<file path="config.mk">
export PLATFORM = sky130hd
export DESIGN_NAME = wav_header_chunk_parser
export DESIGN_NICKNAME = d
export VERILOG_FILES = /design/src/design/wavhdr_pkg.sv /design/src/design/wavhdr_in_reg.sv /design/src/design/wavhdr_parser.sv /design/src/design/wavhdr_out_reg.sv /design/src/design/wav_header_chunk_parser.sv
export SDC_FILE = /design/constraint.sdc
export NUM_CORES = 1
export LEC_CHECK = 0
export BUFFER_PORTS_ARGS = -buffer_cell sky130_fd_sc_hd__buf_2
export CORE_MARGIN = 2
export CORE_UTILIZATION = 55
export DETAILED_ROUTE_END_ITERATION = 7
export PLACE_DENSITY_LB_ADDON = 0.3
export SYNTH_ARGS = -nofsm -noshare
export SYNTH_HDL_FRONTEND = slang
export SYNTH_SLANG_ARGS = --single-unit
</file>
<file path="constraint.sdc">
create_clock -name clk_i -period 19.6 [get_ports clk_i]
set_clock_uncertainty 0.2 [all_clocks]
set_input_delay 3.92 -clock clk_i [delete_from_list [all_inputs] [get_ports clk_i]]
set_output_delay 3.92 -clock clk_i [all_outputs]
set_load 0.03 [all_outputs]
</file>
<file path="src/design/wavhdr_pkg.sv">
// Shared types and codes for the WAV header chunk parser.
`default_nettype none

package wavhdr_pkg;

  typedef enum logic [1:0] {
    KIND_HEADER = 2'd0,
    KIND_AUDIO  = 2'd1,
    KIND_REJECT = 2'd2
  } kind_e;

  typedef enum logic [2:0] {
    ERR_NONE     = 3'd0,
    ERR_NOT_RIFF = 3'd1,
    ERR_NOT_WAVE = 3'd2,
    ERR_FMT_SHORT = 3'd3,
    ERR_FORMAT   = 3'd4,
    ERR_WIDTH    = 3'd5,
    ERR_TRUNC    = 3'd6
  } err_e;

  typedef struct packed {
    logic [7:0] data_byte;
    logic       first_byte;
    logic       end_of_file;
  } item_t;

  typedef struct packed {
    logic  valid;
    item_t item;
  } in_slot_t;

  typedef struct packed {
    kind_e       kind;
    err_e        error_code;
    logic [15:0] wave_format;
    logic [15:0] channel_count;
    logic [31:0] sample_rate;
    logic [4:0]  sample_width;
    logic [31:0] data_length;
    logic [31:0] audio_start;
    logic [7:0]  audio_byte;
    logic        last;
  } result_t;

endpackage

`default_nettype wire

</file>
<file path="src/design/wavhdr_in_reg.sv">
// Input register: holds one accepted byte request until the parser takes it.
`default_nettype none

module wavhdr_in_reg
  import wavhdr_pkg::*;
(
  input  wire logic     clk_i,
  input  wire logic     rst_ni,
  input  wire logic     in_valid_i,
  input  wire item_t    in_item_i,
  output logic          in_ready_o,
  input  wire logic     advance_i,
  output in_slot_t      slot_o
);

  logic  valid_q, valid_d;
  item_t item_q, item_d;

  assign in_ready_o = !valid_q || advance_i;

  always_comb begin
    valid_d = valid_q;
    item_d  = item_q;
    if (in_valid_i && in_ready_o) begin
      valid_d = 1'b1;
      item_d  = in_item_i;
    end else if (advance_i) begin
      valid_d = 1'b0;
    end
  end

  always_ff @(posedge clk_i or negedge rst_ni) begin
    if (!rst_ni) begin
      valid_q <= 1'b0;
    end else begin
      valid_q <= valid_d;
    end
  end

  always_ff @(posedge clk_i) begin
    item_q <= item_d;
  end

  assign slot_o.valid = valid_q;
  assign slot_o.item  = item_q;

endmodule

`default_nettype wire

</file>
<file path="src/design/wavhdr_parser.sv">
// Parser state machine: consumes one byte per advance and forms its result.
`default_nettype none

module wavhdr_parser
  import wavhdr_pkg::*;
(
  input  wire logic     clk_i,
  input  wire logic     rst_ni,
  input  wire logic     pcm_only_i,
  input  wire in_slot_t slot_i,
  input  wire logic     advance_i,
  output logic          res_valid_o,
  output result_t       res_o
);

  typedef enum logic [3:0] {
    PH_RIFF   = 4'd0,
    PH_RLEN   = 4'd1,
    PH_WAVE   = 4'd2,
    PH_CTAG   = 4'd3,
    PH_CLEN   = 4'd4,
    PH_SKIP   = 4'd5,
    PH_FTAG   = 4'd6,
    PH_FCH    = 4'd7,
    PH_FRATE  = 4'd8,
    PH_FAVG   = 4'd9,
    PH_FALIGN = 4'd10,
    PH_FBITS  = 4'd11,
    PH_DATA   = 4'd12,
    PH_IDLE   = 4'd13
  } phase_e;

  localparam logic [31:0] TagRiff = 32'h5249_4646;
  localparam logic [31:0] TagWave = 32'h5741_5645;
  localparam logic [31:0] TagFmt  = 32'h666d_7420;
  localparam logic [31:0] TagData = 32'h6461_7461;

  function automatic logic refused(input logic [15:0] t, input logic pcm_only);
    logic r;
    if (pcm_only) begin
      r = (t != 16'h0001);
    end else begin
      r = (t == 16'h0000) || (t == 16'h0002) || (t == 16'h0006) ||
          (t == 16'h0007) || (t == 16'h0010) || (t == 16'h0015) ||
          (t == 16'h0016) || (t == 16'h0101) || (t == 16'h0102) ||
          (t == 16'h0103);
    end
    return r;
  endfunction

  phase_e      phase_q, phase_d;
  logic [1:0]  cnt_q, cnt_d;
  logic [31:0] tag_q, tag_d;
  logic [31:0] lasm_q, lasm_d;
  logic [32:0] skip_q, skip_d;
  logic [31:0] pos_q, pos_d;
  logic [15:0] ftag_q, ftag_d;
  logic [15:0] fch_q, fch_d;
  logic [31:0] frate_q, frate_d;
  logic [4:0]  fwid_q, fwid_d;
  logic [31:0] drem_q, drem_d;

  // A first byte restarts the file before the byte itself is parsed.
  logic        restart;
  phase_e      eff_phase;
  logic [1:0]  eff_cnt;
  logic [31:0] eff_tag, eff_lasm, eff_pos, eff_drem;
  logic [32:0] eff_skip;
  logic [4:0]  eff_fwid;

  assign restart   = slot_i.item.first_byte;
  assign eff_phase = restart ? PH_RIFF : phase_q;
  assign eff_cnt   = restart ? 2'd0 : cnt_q;
  assign eff_tag   = restart ? '0 : tag_q;
  assign eff_lasm  = restart ? '0 : lasm_q;
  assign eff_skip  = restart ? '0 : skip_q;
  assign eff_pos   = restart ? '0 : pos_q;
  assign eff_fwid  = restart ? '0 : fwid_q;
  assign eff_drem  = restart ? '0 : drem_q;

  logic [7:0]  b;
  logic [31:0] tag_word, le_word;
  logic [32:0] padded;
  logic        done2, done4;

  assign b        = slot_i.item.data_byte;
  assign tag_word = {eff_tag[23:0], b};
  assign le_word  = eff_lasm | ({24'd0, b} << {eff_cnt, 3'b000});
  assign padded   = {1'b0, le_word} + {32'd0, le_word[0]};
  assign done2    = (eff_cnt == 2'd1);
  assign done4    = (eff_cnt == 2'd3);

  kind_e       kind;
  err_e        err;
  logic        res_valid;
  logic [31:0] res_len, res_off;
  logic [7:0]  res_byte;
  logic        res_last;

  always_comb begin
    phase_d   = phase_q;
    cnt_d     = cnt_q;
    tag_d     = tag_q;
    lasm_d    = lasm_q;
    skip_d    = skip_q;
    pos_d     = pos_q;
    ftag_d    = ftag_q;
    fch_d     = fch_q;
    frate_d   = frate_q;
    fwid_d    = fwid_q;
    drem_d    = drem_q;
    kind      = KIND_HEADER;
    err       = ERR_NONE;
    res_valid = 1'b0;
    res_len   = '0;
    res_off   = '0;
    res_byte  = '0;
    res_last  = 1'b0;
    if (advance_i) begin
      phase_d = eff_phase;
      cnt_d   = eff_cnt;
      tag_d   = eff_tag;
      lasm_d  = eff_lasm;
      skip_d  = eff_skip;
      pos_d   = eff_pos;
      ftag_d  = restart ? '0 : ftag_q;
      fch_d   = restart ? '0 : fch_q;
      frate_d = restart ? '0 : frate_q;
      fwid_d  = eff_fwid;
      drem_d  = eff_drem;
      if (eff_phase >= PH_IDLE) begin
        phase_d = PH_IDLE;
      end else begin
        pos_d = eff_pos + 32'd1;
        case (eff_phase)
          PH_RIFF, PH_WAVE, PH_CTAG: begin
            tag_d = tag_word;
            cnt_d = done4 ? 2'd0 : eff_cnt + 2'd1;
            if (done4) begin
              if (eff_phase == PH_RIFF) begin
                if (tag_word != TagRiff) err = ERR_NOT_RIFF;
                else phase_d = PH_RLEN;
              end else if (eff_phase == PH_WAVE) begin
                if (tag_word != TagWave) err = ERR_NOT_WAVE;
                else phase_d = PH_CTAG;
              end else begin
                phase_d = PH_CLEN;
              end
            end
          end
          PH_RLEN, PH_FRATE, PH_FAVG, PH_CLEN: begin
            lasm_d = done4 ? '0 : le_word;
            cnt_d  = done4 ? 2'd0 : eff_cnt + 2'd1;
            if (done4) begin
              case (eff_phase)
                PH_RLEN:  phase_d = PH_WAVE;
                PH_FRATE: begin
                  frate_d = le_word;
                  phase_d = PH_FAVG;
                end
                PH_FAVG:  phase_d = PH_FALIGN;
                default: begin
                  if (eff_fwid == '0 && eff_tag == TagFmt) begin
                    if (le_word < 32'd16) begin
                      err = ERR_FMT_SHORT;
                    end else begin
                      skip_d  = padded - 33'd16;
                      phase_d = PH_FTAG;
                    end
                  end else if (eff_fwid != '0 && eff_tag == TagData) begin
                    drem_d    = le_word;
                    res_valid = 1'b1;
                    kind      = KIND_HEADER;
                    res_len   = le_word;
                    res_off   = eff_pos + 32'd1;
                    phase_d   = (le_word != '0) ? PH_DATA : PH_IDLE;
                  end else begin
                    skip_d  = padded;
                    phase_d = (padded != '0) ? PH_SKIP : PH_CTAG;
                  end
                end
              endcase
            end
          end
          PH_FTAG, PH_FCH, PH_FALIGN, PH_FBITS: begin
            lasm_d = done2 ? '0 : le_word;
            cnt_d  = done2 ? 2'd0 : eff_cnt + 2'd1;
            if (done2) begin
              case (eff_phase)
                PH_FTAG: begin
                  ftag_d = le_word[15:0];
                  if (refused(le_word[15:0], pcm_only_i)) err = ERR_FORMAT;
                  else phase_d = PH_FCH;
                end
                PH_FCH: begin
                  fch_d   = le_word[15:0];
                  phase_d = PH_FRATE;
                end
                PH_FALIGN: phase_d = PH_FBITS;
                default: begin
                  if (le_word != 32'd8 && le_word != 32'd16) begin
                    err = ERR_WIDTH;
                  end else begin
                    fwid_d  = le_word[4:0];
                    phase_d = (eff_skip != '0) ? PH_SKIP : PH_CTAG;
                  end
                end
              endcase
            end
          end
          PH_SKIP: begin
            skip_d = eff_skip - 33'd1;
            if (skip_d == '0) phase_d = PH_CTAG;
          end
          PH_DATA: begin
            res_valid = 1'b1;
            kind      = KIND_AUDIO;
            res_byte  = b;
            res_last  = (eff_drem == 32'd1);
            drem_d    = eff_drem - 32'd1;
            if (drem_d == '0) phase_d = PH_IDLE;
          end
          default: phase_d = PH_IDLE;
        endcase
        // Running out of file before the parse completes replaces the result.
        if (err == ERR_NONE && slot_i.item.end_of_file && phase_d != PH_IDLE) begin
          err = ERR_TRUNC;
        end
        if (err != ERR_NONE) begin
          phase_d   = PH_IDLE;
          res_valid = 1'b1;
          kind      = KIND_REJECT;
        end
      end
    end
  end

  always_comb begin
    res_o = '0;
    res_o.kind       = kind;
    res_o.error_code = err;
    if (kind != KIND_REJECT) begin
      res_o.wave_format   = ftag_d;
      res_o.channel_count = fch_d;
      res_o.sample_rate   = frate_d;
      res_o.sample_width  = fwid_d;
      res_o.data_length   = res_len;
      res_o.audio_start   = res_off;
      res_o.audio_byte    = res_byte;
      res_o.last          = res_last;
    end
  end

  assign res_valid_o = res_valid;

  always_ff @(posedge clk_i or negedge rst_ni) begin
    if (!rst_ni) begin
      phase_q <= PH_RIFF;
      cnt_q   <= '0;
      tag_q   <= '0;
      lasm_q  <= '0;
      skip_q  <= '0;
      pos_q   <= '0;
      ftag_q  <= '0;
      fch_q   <= '0;
      frate_q <= '0;
      fwid_q  <= '0;
      drem_q  <= '0;
    end else begin
      phase_q <= phase_d;
      cnt_q   <= cnt_d;
      tag_q   <= tag_d;
      lasm_q  <= lasm_d;
      skip_q  <= skip_d;
      pos_q   <= pos_d;
      ftag_q  <= ftag_d;
      fch_q   <= fch_d;
      frate_q <= frate_d;
      fwid_q  <= fwid_d;
      drem_q  <= drem_d;
    end
  end

endmodule

`default_nettype wire

</file>
<file path="src/design/wavhdr_out_reg.sv">
// Result register: holds one result until the downstream side takes it.
`default_nettype none

module wavhdr_out_reg
  import wavhdr_pkg::*;
(
  input  wire logic    clk_i,
  input  wire logic    rst_ni,
  input  wire logic    load_i,
  input  wire result_t res_i,
  input  wire logic    out_ready_i,
  output logic         out_valid_o,
  output result_t      res_o,
  output logic         free_o
);

  logic    valid_q, valid_d;
  result_t res_q, res_d;

  assign free_o = !valid_q || out_ready_i;

  always_comb begin
    valid_d = valid_q;
    res_d   = res_q;
    if (load_i) begin
      valid_d = 1'b1;
      res_d   = res_i;
    end else if (out_ready_i) begin
      valid_d = 1'b0;
    end
  end

  always_ff @(posedge clk_i or negedge rst_ni) begin
    if (!rst_ni) begin
      valid_q <= 1'b0;
    end else begin
      valid_q <= valid_d;
    end
  end

  always_ff @(posedge clk_i) begin
    res_q <= res_d;
  end

  assign out_valid_o = valid_q;
  assign res_o       = res_q;

endmodule

`default_nettype wire

</file>
<file path="src/design/wav_header_chunk_parser.sv">
// Top level of the WAV header chunk parser.
// Feed a RIFF/WAVE file one byte per request; tuser marks the first byte of a
// file and tlast the final byte the source has. The block checks the RIFF and
// WAVE tags, walks chunks, reads fmt, then emits one header result at the data
// chunk, one result per audio byte (tlast on the final one), or one rejection
// carrying an error code. It takes one byte every cycle while the result register
// is free; each byte crosses an input register, one parser step and a result
// register. The parser's state update per byte is the only loop and sets that
// byte rate. Write cfg_wdata_i (1 = accept only PCM) only while no request is
// in flight.
`default_nettype none

module wav_header_chunk_parser
  import wavhdr_pkg::*;
(
  input  wire logic         clk_i,
  input  wire logic         rst_ni,
  input  wire logic         cfg_we_i,
  input  wire logic         cfg_wdata_i,
  input  wire logic         s_axis_tvalid,
  output logic              s_axis_tready,
  input  wire logic [7:0]   s_axis_tdata,   // [7:0] data_byte
  input  wire logic         s_axis_tuser,   // [0] first_byte
  input  wire logic         s_axis_tlast,   // end_of_file
  output logic              m_axis_tvalid,
  input  wire logic         m_axis_tready,
  output logic [143:0]      m_axis_tdata,   // error_code, wave_format, channel_count,
                                            // sample_rate, sample_width, data_length,
                                            // audio_start, audio_byte (low bit up)
  output logic [1:0]        m_axis_tuser,   // [1:0] kind
  output logic              m_axis_tlast    // last
);

  logic     pcm_only_q;
  item_t    in_item;
  in_slot_t slot;
  logic     advance;
  logic     out_free;
  logic     res_valid;
  result_t  res, out_res;

  always_ff @(posedge clk_i or negedge rst_ni) begin
    if (!rst_ni) begin
      pcm_only_q <= 1'b0;
    end else if (cfg_we_i) begin
      pcm_only_q <= cfg_wdata_i;
    end
  end

  assign in_item.data_byte   = s_axis_tdata;
  assign in_item.first_byte  = s_axis_tuser;
  assign in_item.end_of_file = s_axis_tlast;

  // Advance the held byte whenever the result register can take its result.
  assign advance = slot.valid && out_free;

  wavhdr_in_reg u_in_reg (
    .clk_i      (clk_i),
    .rst_ni     (rst_ni),
    .in_valid_i (s_axis_tvalid),
    .in_item_i  (in_item),
    .in_ready_o (s_axis_tready),
    .advance_i  (advance),
    .slot_o     (slot)
  );

  wavhdr_parser u_parser (
    .clk_i       (clk_i),
    .rst_ni      (rst_ni),
    .pcm_only_i  (pcm_only_q),
    .slot_i      (slot),
    .advance_i   (advance),
    .res_valid_o (res_valid),
    .res_o       (res)
  );

  wavhdr_out_reg u_out_reg (
    .clk_i       (clk_i),
    .rst_ni      (rst_ni),
    .load_i      (advance && res_valid),
    .res_i       (res),
    .out_ready_i (m_axis_tready),
    .out_valid_o (m_axis_tvalid),
    .res_o       (out_res),
    .free_o      (out_free)
  );

  assign m_axis_tdata = {out_res.audio_byte, out_res.audio_start, out_res.data_length,
                         out_res.sample_width, out_res.sample_rate, out_res.channel_count,
                         out_res.wave_format, out_res.error_code};
  assign m_axis_tuser = out_res.kind;
  assign m_axis_tlast = out_res.last;

  a_reject_clean: assert property (@(posedge clk_i) disable iff (!rst_ni)
    m_axis_tvalid && out_res.kind == KIND_REJECT |->
      out_res.wave_format == '0 && out_res.data_length == '0 && !out_res.last)
    else $error("rejection carries header fields");

  a_good_no_error: assert property (@(posedge clk_i) disable iff (!rst_ni)
    m_axis_tvalid && out_res.kind != KIND_REJECT |-> out_res.error_code == ERR_NONE)
    else $error("accepted result carries an error code");

  a_last_audio: assert property (@(posedge clk_i) disable iff (!rst_ni)
    m_axis_tvalid && m_axis_tlast |-> out_res.kind == KIND_AUDIO)
    else $error("last flag outside audio");

  a_header_width: assert property (@(posedge clk_i) disable iff (!rst_ni)
    m_axis_tvalid && out_res.kind == KIND_HEADER |->
      (out_res.sample_width == 5'd8 || out_res.sample_width == 5'd16) &&
      out_res.audio_byte == '0)
    else $error("header without a valid sample width");

endmodule

`default_nettype wire

</file>
* Yosys cells after proc, flatten, opt, wreduce, memory -nomap -nowiden
Index checks and enable logic that the tools add are counted.
Storage, ports and cells: register bits 396, bits of input ports 16, output and inout bits 149, logic and storage cells 241
Cells by class: $add $sub $neg 6, order comparisons 2, equality and inequality tests 33, shift operators 1, multiplexer cells 121, bitwise gates (word level) 7, reduce and logical (&&, ||, !) cells 44
Operators with widths (number):
- $mux W32 | 21
- $mux W33 | 7
- $mux W16 | 12
- $pmux W32 S2 | 2
- $mux W4 | 19
- $pmux W33 S2 | 1
- $reduce_bool A33 Y1 | 2
- $eq A32 B31 Y1 const B | 2
- $ne A32 B31 Y1 const B | 2
- $eq A16 B5 Y1 const B | 3
- $eq A16 B9 Y1 const B | 3
- $mux W3 | 16
- $mux W5 | 7
- $add A32 B1 Y33 | 1
- $logic_not A33 Y1 | 1
- $sub A33 B1 Y33 const B | 1
- $sub A33 B5 Y33 const B | 1
- $add A32 B1 Y32 const B | 1
- $eq A16 B3 Y1 const B | 2
- $eq A32 B1 Y1 const B | 1
- $logic_not A32 Y1 | 1
- $lt A32 B5 Y1 const B | 1
- $ne A32 B4 Y1 const B | 1
- $ne A32 B5 Y1 const B | 1
- 40 further kinds | 105

* Logic depth before layout (Yosys ltp)
word-level depth 38, depth in mapped cells 26, gate-level depth less buffers 18

* Cells and area by module
From an unflattened synthesis, not the netlist that was laid out.
Second synthesis, totals: cell total of the unflattened synthesis 2546, area total of the unflattened synthesis 23114.7 µm²
By module, submodules not included:
- wavhdr_parser | times used 1, cells an instance 2377, area an instance 18238.7 µm², seq. area each 5905.7 µm²
- wavhdr_out_reg | times used 1, cells an instance 150, area an instance 4461.8 µm², seq. area each 4439.3 µm²
- wavhdr_in_reg | times used 1, cells an instance 15, area an instance 361.6 µm², seq. area each 325.3 µm²
- wav_header_chunk_parser | times used 1, cells an instance 4, area an instance 52.6 µm², seq. area each 25.0 µm²

* Least setup slack after synthesis
OpenSTA, ideal clock, no wires.
kind input -> register, start point input port m_axis_tready, end point register u_out_reg.res_q, in the netlist u_out_reg.res_o[0], enable pin, library setup time 655 ps, arrival time 11098 ps, data required time 18745 ps, path slack 7647 ps, cell stages on the path 7, buffers on the path 3, cell sequence nand2b_1 and2_1 clkbuf_1 nand2_1 clkbuf_1 buf_1 nor2_1
On the way: word-level cells in the longest chain between the ends 4
Ends and longest elaborated chain:
- from (decl) | line wav_header_chunk_parser.sv:26 | input wire logic m_axis_tready,
- $logic_or A1 B1 Y1 * | line wavhdr_out_reg.sv:20 | assign free_o = !valid_q || out_ready_i;
- $logic_and A1 B1 Y1 * | line wav_header_chunk_parser.sv:55 | assign advance = slot.valid && out_free;
- $mux W1 | line wavhdr_parser.sv:119 | if (advance_i) begin
- $logic_and A1 B1 Y1 * | line wav_header_chunk_parser.sv:80 | .load_i (advance && res_valid),
- via u_out_reg.load_i | line wavhdr_out_reg.sv:9 | input wire logic load_i,
- to (signal assigned) | line wavhdr_out_reg.sv:42 | res_q <= res_d;
- to (decl) | line wavhdr_out_reg.sv:18 | result_t res_q, res_d;
The timed path passes the listed nets; every way through them passes the cells marked *. A chain may end at the register's enable or synchronous reset.

* Final worst setup path
start point input port m_axis_tready, end point output port s_axis_tready
On the way: word-level cells in the longest chain between the ends 3
Ends and longest elaborated chain:
- $logic_or A1 B1 Y1 | line wavhdr_out_reg.sv:20
- $logic_and A1 B1 Y1 | line wav_header_chunk_parser.sv:55
- $logic_or A1 B1 Y1 | line wavhdr_in_reg.sv:19 | assign in_ready_o = !valid_q || advance_i;
- to (decl) | line wav_header_chunk_parser.sv:21 | output logic s_axis_tready,
No other way between the ends.

==> impl_metrics.env <==
export IMPL_placed_cell_area_sq_um=24700
export IMPL_hold_violations=0
export IMPL_dr_pass1_iters=8
export IMPL_min_period_ns=8.54
export IMPL_netlist_area_sq_um=23500
export IMPL_synth_warnings=0
export IMPL_worst_hold_slack_ns=0.286
export IMPL_viasPerCell=6.86
export IMPL_multiInputGateArea_sq_um=11900
export IMPL_path_clk_slew_ns=0.06
export IMPL_clkSinkCount=396
export IMPL_slew_violations=0
export IMPL_max_freq_ghz=0.117
export IMPL_grt_first_pass_wirelength_microns=126000
export IMPL_syn_inst=2570
export IMPL_ys_types=91
export IMPL_grtUsageMet3_pct=8.12
export IMPL_layout_commonest_cell="nand2_1"
export IMPL_pre_cts_slack_ns=11.05
export IMPL_final_cell_mix="nand2_1 (255), dfrtp_1 (239), o21ai_0 (215)"
export IMPL_routedWlPerCell_microns=25.7
export IMPL_grt_pass1_vias=20762
export IMPL_rsz0062_at_grt="no"
export IMPL_p_leak_nw=10.3
export IMPL_status="complete, no violations"
export IMPL_dp_cells=3133
export IMPL_avgSynthCellArea_sq_um=9.16
export IMPL_dp_hpwl_microns=56100
export IMPL_die_x_microns=211
export IMPL_dr_first_iter_drc_count=2947
export IMPL_cts_buffer_depth=3
export IMPL_die_h_microns=211
export IMPL_drv_cap=0
export IMPL_vias=22068
export IMPL_antenna_diode_count=0
export IMPL_portBuffers=164
export IMPL_max_slew_margin_pct=19.3
export IMPL_totalWireLength_microns=82600
export IMPL_synth_seq_cells=396
export IMPL_layout_setup_ws_ns=11.06
export IMPL_worst_setup_path_start_kind="input port"
export IMPL_core_sq_um=42000
export IMPL_finalSetupTns_ns=0
export IMPL_hp_class="reg2reg"
export IMPL_grt_total_usage_pct=37.0
export IMPL_min_period_over_period_pct=43.6
export IMPL_powerDensity_nw_per_um2=147
export IMPL_r2r_cells=17
export IMPL_grt_antenna_before_repair=3
export IMPL_cts_tree="done"
export IMPL_layout_drive_gt1_share_pct=15.0
export IMPL_cts_root_buf="clkbuf_16"
export IMPL_drc=0
export IMPL_final_area_sq_um=26300
export IMPL_rr_startpoint="u_in_reg.slot_o[1]"
export IMPL_synth_enable_flop_cells=157
export IMPL_hold_path_startpoint="u_parser.ftag_q[5]"
export IMPL_min_path_cells=2
export IMPL_detail_route_antenna_nets=0
export IMPL_crit_type="in2out"
export IMPL_cts_resized=0
export IMPL_ir_drop_mv=0.119
export IMPL_synth_top_flop_cell="dfrtp_1"
export IMPL_cp_required_ns=15.48
export IMPL_dieArea_sq_um=44400
export IMPL_utilization_pct=62.6
export IMPL_ys_seq_area_share_pct=45.5
export IMPL_cp_end_kind="primary output"
export IMPL_crit_path_max_fanout=3
export IMPL_setup_viol=0
export IMPL_worstPathArrival_ns=4.42
export IMPL_power_mw=3.86
export IMPL_nFillCells=3493
export IMPL_cts_hold_buffers=0
export IMPL_synthArstFlopShare_pct=60.4
export IMPL_met2_usage_pct=55.0
export IMPL_worst_pin_slew_ns=1.21
export IMPL_grt_met1_usage_pct=52.1
export IMPL_syn_num_nets=2598
export IMPL_gp_congestion=1.03
export IMPL_worstSkewPairLatency_ns=0.59
export IMPL_grt_overflow=0
export IMPL_ioPinCount=165
export IMPL_regArea_sq_um=10700
export IMPL_cts_buffers=44
export IMPL_final_cell_count_no_fill=3215
export IMPL_rows=75
export IMPL_cts_htree_levels=2
export IMPL_post_cts_buffers=0
export IMPL_synthToLayoutAreaGrowth_pct=11.9
export IMPL_crit_start="m_axis_tready"
export IMPL_final_nets=2668
export IMPL_start_util_pct=56.0
export IMPL_grt_max_degree=125
export IMPL_top_usage_layer="met2"
## cells by family (layout without fill, tap and decap cells)
| family | after synthesis | after routing | share of synthesized area (%) |
|---|---|---|---|
| multiplexers | 40 | 40 | 1.82 |
| flip-flops | 396 | 396 | 45.5 |
| buffers and inverters | 235 | 341 | 4.20 |
| adder cells (fa/ha/maj) | 12 | 12 | 0.638 |
| AND/OR/NAND/NOR | 1078 | 1078 | 24.8 |
| XOR/XNOR | 77 | 77 | 2.87 |
| AO/OA/AOI/OAI | 732 | 732 | 20.3 |
## state kept, by name, summed over array words and instances (netlist names), 2 cells and up
register	flops
u_in_reg.slot_o	10
u_out_reg.res_o	147
u_parser.cnt_q	2
u_parser.drem_q	32
u_parser.fch_q	16
u_parser.frate_q	32
u_parser.ftag_q	16
u_parser.fwid_q	5
u_parser.lasm_q	32
u_parser.phase_q	4
u_parser.pos_q	32
u_parser.skip_q	33
u_parser.tag_q	32
## path summary, 6_finish.rpt
| path | endpoint | slack (ns) |
|---|---|---|
| setup / recovery | s_axis_tready | 11.06 |
| hold / removal | u_parser.ftag_q[5] | 0.29 |
| setup reg to reg | u_out_reg.res_o[111] | 11.40 |
| hold reg to reg | u_parser.ftag_q[5] | 0.29 |
| max in group asynchronous | u_parser.frate_q[12] | 14.50 |
| min in group asynchronous | u_parser.skip_q[16] | 3.18 |
## cell type report
| type | instances | area share, % |
|---|---|---|
| inverters | 33 | 0.470 |
| flip-flops and latches | 396 | 40.6 |
| repair buffers | 226 | 4.97 |
| multi-input cells | 1939 | 45.3 |
| well taps | 539 | 2.56 |
| clock inverters | 26 | 1.27 |
| clock buffers | 56 | 4.78 |
## layer usage
metal	up-vias	part of all wire (%)
met3	223	11
met1	10681	40
met4	0	4.8
met2	1419	43
li1	9745	-
met5	-	0
## cell usage after synthesis, drive strengths merged (17+ instances only)
| cell type | instances | area, sq um |
|---|---|---|
| nor4 | 92 | 793 |
| a22o | 67 | 587 |
| o22ai | 26 | 163 |
| nand4 | 34 | 213 |
| nand2 | 257 | 965 |
| nor3 | 89 | 455 |
| nand2b | 22 | 138 |
| or4 | 23 | 173 |
| dfrtp | 239 | 5980 |
| o21ai | 238 | 1190 |
| xnor2 | 59 | 517 |
| o211ai | 20 | 150 |
| buf | 43 | 267 |
| nor2 | 212 | 798 |
| clkbuf | 159 | 597 |
| o31ai | 28 | 210 |
| mux2 | 22 | 248 |
| and3 | 39 | 244 |
| nand3 | 76 | 385 |
| a31oi | 36 | 225 |
| nand3b | 17 | 128 |
| a21oi | 127 | 636 |
| inv | 33 | 124 |
| a22oi | 30 | 225 |
| mux2i | 18 | 180 |
| xor2 | 18 | 158 |
| or2 | 17 | 106 |
| nor2b | 107 | 669 |
| edfxtp | 157 | 4710 |
| a21o | 17 | 128 |
## where the power goes
| part | leakage [nW] | switching (mW) | internal (mW) | total (mW) |
|---|---|---|---|---|
| combinational | 4.78 | 1.17 | 0.520 | 1.69 |
| sequential | 4.76 | 0.215 | 1.04 | 1.26 |
| clock | 0.773 | 0.370 | 0.541 | 0.911 |
| total | 10.3 | 1.76 | 2.10 | 3.86 |
## critical path, cell delays in order
cell and delay, ns:
buf_2 0.10, nand3b_1 0.19, buf_2 0.21
Note: power is estimated with default switching activity, not from simulation.
